[src/rtl/aes_ram.sv]
//------------------------------------------------------------------------------
// aes_ram
// Generic single-port-write, single-port-read RAM with a registered read.
//------------------------------------------------------------------------------
`timescale 1ns / 1ps
`default_nettype none

module aes_ram #(
    parameter int WIDTH = 32,
    parameter int DEPTH = 16
) (
    input  wire logic                     clk,
    input  wire logic                     wr_en,
    input  wire logic [$clog2(DEPTH)-1:0] wr_addr,
    input  wire logic [WIDTH-1:0]         wr_data,
    input  wire logic [$clog2(DEPTH)-1:0] rd_addr,
    output logic      [WIDTH-1:0]         rd_data
);

    logic [WIDTH-1:0] mem [DEPTH];

    // Write port and registered read port.
    always_ff @(posedge clk)
    begin
        if (wr_en)
        begin
            mem[wr_addr] <= wr_data;
        end
        rd_data <= mem[rd_addr];
    end

endmodule

`default_nettype wire

[config.mk]
export PLATFORM = sky130hd
export DESIGN_NAME = aes_ram
export DESIGN_NICKNAME = d
export VERILOG_FILES = /design/src/rtl/aes_ram.sv
export SDC_FILE = /design/constraint.sdc
export NUM_CORES = 1
export LEC_CHECK = 0
export BUFFER_PORTS_ARGS = -buffer_cell sky130_fd_sc_hd__clkbuf_2
export CORE_MARGIN = 2
export CORE_UTILIZATION = 35
export CTS_CLUSTER_SIZE = 40
export DETAILED_ROUTE_END_ITERATION = 12
export PLACE_DENSITY = 0.59
export SLEW_MARGIN = 20
export SYNTH_ARGS = -nofsm -noshare
export SYNTH_HDL_FRONTEND = slang
export SYNTH_SLANG_ARGS = --single-unit
export TNS_END_PERCENT = 10
[constraint.sdc]
create_clock -name clk -period 12.6 [get_ports clk]
set_input_delay 3.78 -clock clk [delete_from_list [all_inputs] [get_ports clk]]
set_output_delay 3.78 -clock clk [all_outputs]
set_load 0.05 [all_outputs]
==> metrics list <==
* Placeable core region: 56,300 um2
- Data arrival time of the worst path: 6700 ps
- Of all flip-flops after synthesis, the portion carrying an async set or reset was 0%.
* Crit end category: register
- The cell count after synthesis came out at 838.
- Shortest clock period the worst path allows after layout: 6230 ps
- The number of antenna violations at the first check in global routing is 3.
* Buffer type at the clock tree root: clkbuf_16
* Global-route wire length before repair: 62,600 um
* Netlist Area Pre-Place: 19,900 um2
- Slew Limit Fails: 0
* Pwr per Cell Area: 169 nW/um2
- The worst hold path was traced through 3 stages.
* Number of buffers inserted by post-CTS setup repair: 0
- Starting density of the core: 35.3%
- The number of gates resized after CTS was 0.
* Number of warning messages in the yosys log: 0
* Fraction of layout cells with a size suffix above 1: 32.6%
- The worst pin sits at a relative slew slack of 42.3%.
* R2r setup slk: 11,280 ps
- Hold Path Class: register to register
- Entering global routing, the biggest net connects 54 pins.
- Of the available clock period, the critical path in the final layout requires 49.4%.
* Routed via count divided by cell count: 5.05
- No sink is reached through more buffers than the 3 on the longest clock path.
* Count of maximum capacitance violations: 0
- Row Count: 87
* Data required, critical path: 13,070 ps
- Worst-path fanout max: 53
- Horizontal die dimension: 242 um
- Count of nets left with antenna violations after detail routing: 0
- The path with the worst hold slack has its endpoint at rd_data[26].
- Top cell types by occurrence after synthesis: edfxtp_1, mux4_2, a22oi_1
- Simple-gate portion of the synthesized area: 1.27%
- Critical Path Start Type: input pin
* Sum of negative setup slack: 0 ps
* Actual transition at the worst max-transition pin: 865 ps
- Commonest register cell after synthesis: edfxtp_1
* TritonCTS Buffers: 56
* Logic depth of the worst register-to-register path: 3
* Total congestion overflow: 0
- The synthesized netlist devotes 2.42% of its cell area to compound gates.
- IO Port Bufs: 73
- The number of hold buffers added after CTS was 0.
* Worst IR Drop VDD: 0.0000855 V
- Clock-pin slew was measured on the worst setup and hold paths at 60 ps.
- The clock reaches the later pin of the worst-skew pair after 590 ps.
- For this design the static power due to leakage is 7.36 nW.
* Reg-to-reg endpoint: rd_data[20]
- Summed over all instances, the cell type with the most area after synthesis is edfxtp_1.
- For this block, the routed nets add up to 42,800 um of wire.
* Die ar.: 58,600 um2
- For this run, design rule violations remaining after detail routing come to 0.
* Vertical extent of the die: 242 um
- Io pins: 74
- Adder-cell area share of the yosys netlist: 0%
- Final weighted congestion of routability-driven global placement: 0.671
- Setup repair after global routing left no endpoint under its margin.
* Dominant combinational cell family by area after synthesis: multiplexers
* Detailed Routing Iterations Pass 1: 5
- The startpoint identified for the worst register-to-register timing path is mem[11][20].
* Top cells by area in the synthesized netlist: edfxtp_1, mux4_2, dfxtp_1
* Cell with the most instances after synthesis: edfxtp_1
* Total vias in the final route: 8,856
- Drt initial violations: 797
- In the final routed layout, each cell accounts on average for 24.4 um.
- In the synthesized netlist, mux cells make up 14.5% of the area.
- In this run, distinct cell masters in the synthesized netlist total 18.
- Compared with the post-synthesis result, the final layout area differs by 16.5%.
- Syn Area/Cell: 23.7 um2
- Number of hold-slack violations in the final timing report: 0
- The critical path is of the input pin to register type.
* Total GRT Usage: 14.7%
* Number of storage elements in the synthesis netlist: 544
* Proportion of netlist area held by the largest area contributor: 77.4%
- For this run, the top clock speed supported by timing is 0.161 GHz.
* Number of synthesized flops with an enable pin: 512
* Start point of the worst hold path: mem[14][26]
- Post-synthesis net count: 880
- Count of nets after finishing: 992
* Share of the yosys chip area belonging to registers: 80.7%
* # clock sinks: 544
- For this run, the share of the core covered by cells in the final layout is 41.1%.
* Run status: complete, no violations
- Layout Skew: 11.9 ps
- Max H-tree Level: 2
- Number of filler instances in the final layout: 4,869
- The number of global-route vias before repair was 9,361.
* Fraction of synthesized cell area in xor and xnor cells: 0%
- Setup violations remaining at the end of the flow were counted as 0.
- The wire-length estimate of the detail-placed layout is 19,900 um.
- CTS tree: built
[per-stage QoR]
stage	hold slack, ps	area (um2)	setup slack (ps)	power, mW	cells
detailed placement	654	21300	5590	2.29	1648
CTS	664	23100	6220	3.94	1752
floorplan	635	19900	5640	2.21	838
finish	659	23100	6370	3.90	1753
global placement	642	21300	5610	2.29	1648
global route	683	23100	5980	4.03	1752
[placed cells by master, fill, tap and decap left out, drive strengths merged]
cell type    n
a22oi       64
and2         1
buf         25
bufinv       7
clkbuf     153
clkinv      15
clkinvlp     1
dfxtp       32
diode        1
edfxtp     512
mux4       128
nand2       33
nand2b       2
nand3        1
nand3b       2
nor2        13
nor2b        2
nor3         4
or3b         1
[flip-flops by register name, indices dropped and copies added (netlist names)]
signal,cells
mem,512
rd_data,32
[final cells by class]
class                           count  area (um2)  share of cell area, %
Timing Repair Buffer               97         557                   2.41
Multi-Input combinational cell    251        3750                   16.2
Tap cell                          756         946                   4.09
Sequential cell                   544       16000                   69.3
Clock buffer                       81        1570                   6.77
Clock inverter                     23         285                   1.23
Antenna cell                        1        2.50                 0.0108
[worst max-delay path, stage by stage]
cell      delay (ps)
clkbuf_8         490
buf_4            680
buf_4            780
mux4_2           600
a22oi_1          210
nand2_1           70
[worst max-delay path by stage]
stage          startpoint          end  slack [ps]
2_1_floorplan  wr_addr[2]    mem[0][0]        5640
6_report       rd_addr[0]  rd_data[22]        6370
3_5_place_dp   rd_addr[0]  rd_data[22]        5590
5_1_grt        rd_addr[0]  rd_data[22]        5980
4_1_cts        rd_addr[0]  rd_data[22]        6220
3_3_place_gp   rd_addr[0]  rd_data[24]        5610
[metal layers]
layer  vias to the layer above  track usage (%)  share of wire, %
met5                         -                0             0.058
met4                         4             4.58               2.1
met3                        62             2.66               5.2
met2                       230             23.4                48
met1                      4753             20.6                45
li1                       3807                -                 -
[cells by family after synthesis]
kind of cell,count (synthesis)
multiplexers,128
flip-flops,544
AND/OR/NAND/NOR,59
buffers and inverters,43
AO/OA/AOI/OAI,64
[report_power, final]
group	leakage, nW	internal, mW	total (mW)	switching (mW)
sequential	4.89	2.02	2.04	0.0139
clock	0.904	1.00	1.65	0.649
combinational	1.57	0.0704	0.211	0.140
No activity file was read; power rests on OpenSTA's default activity.
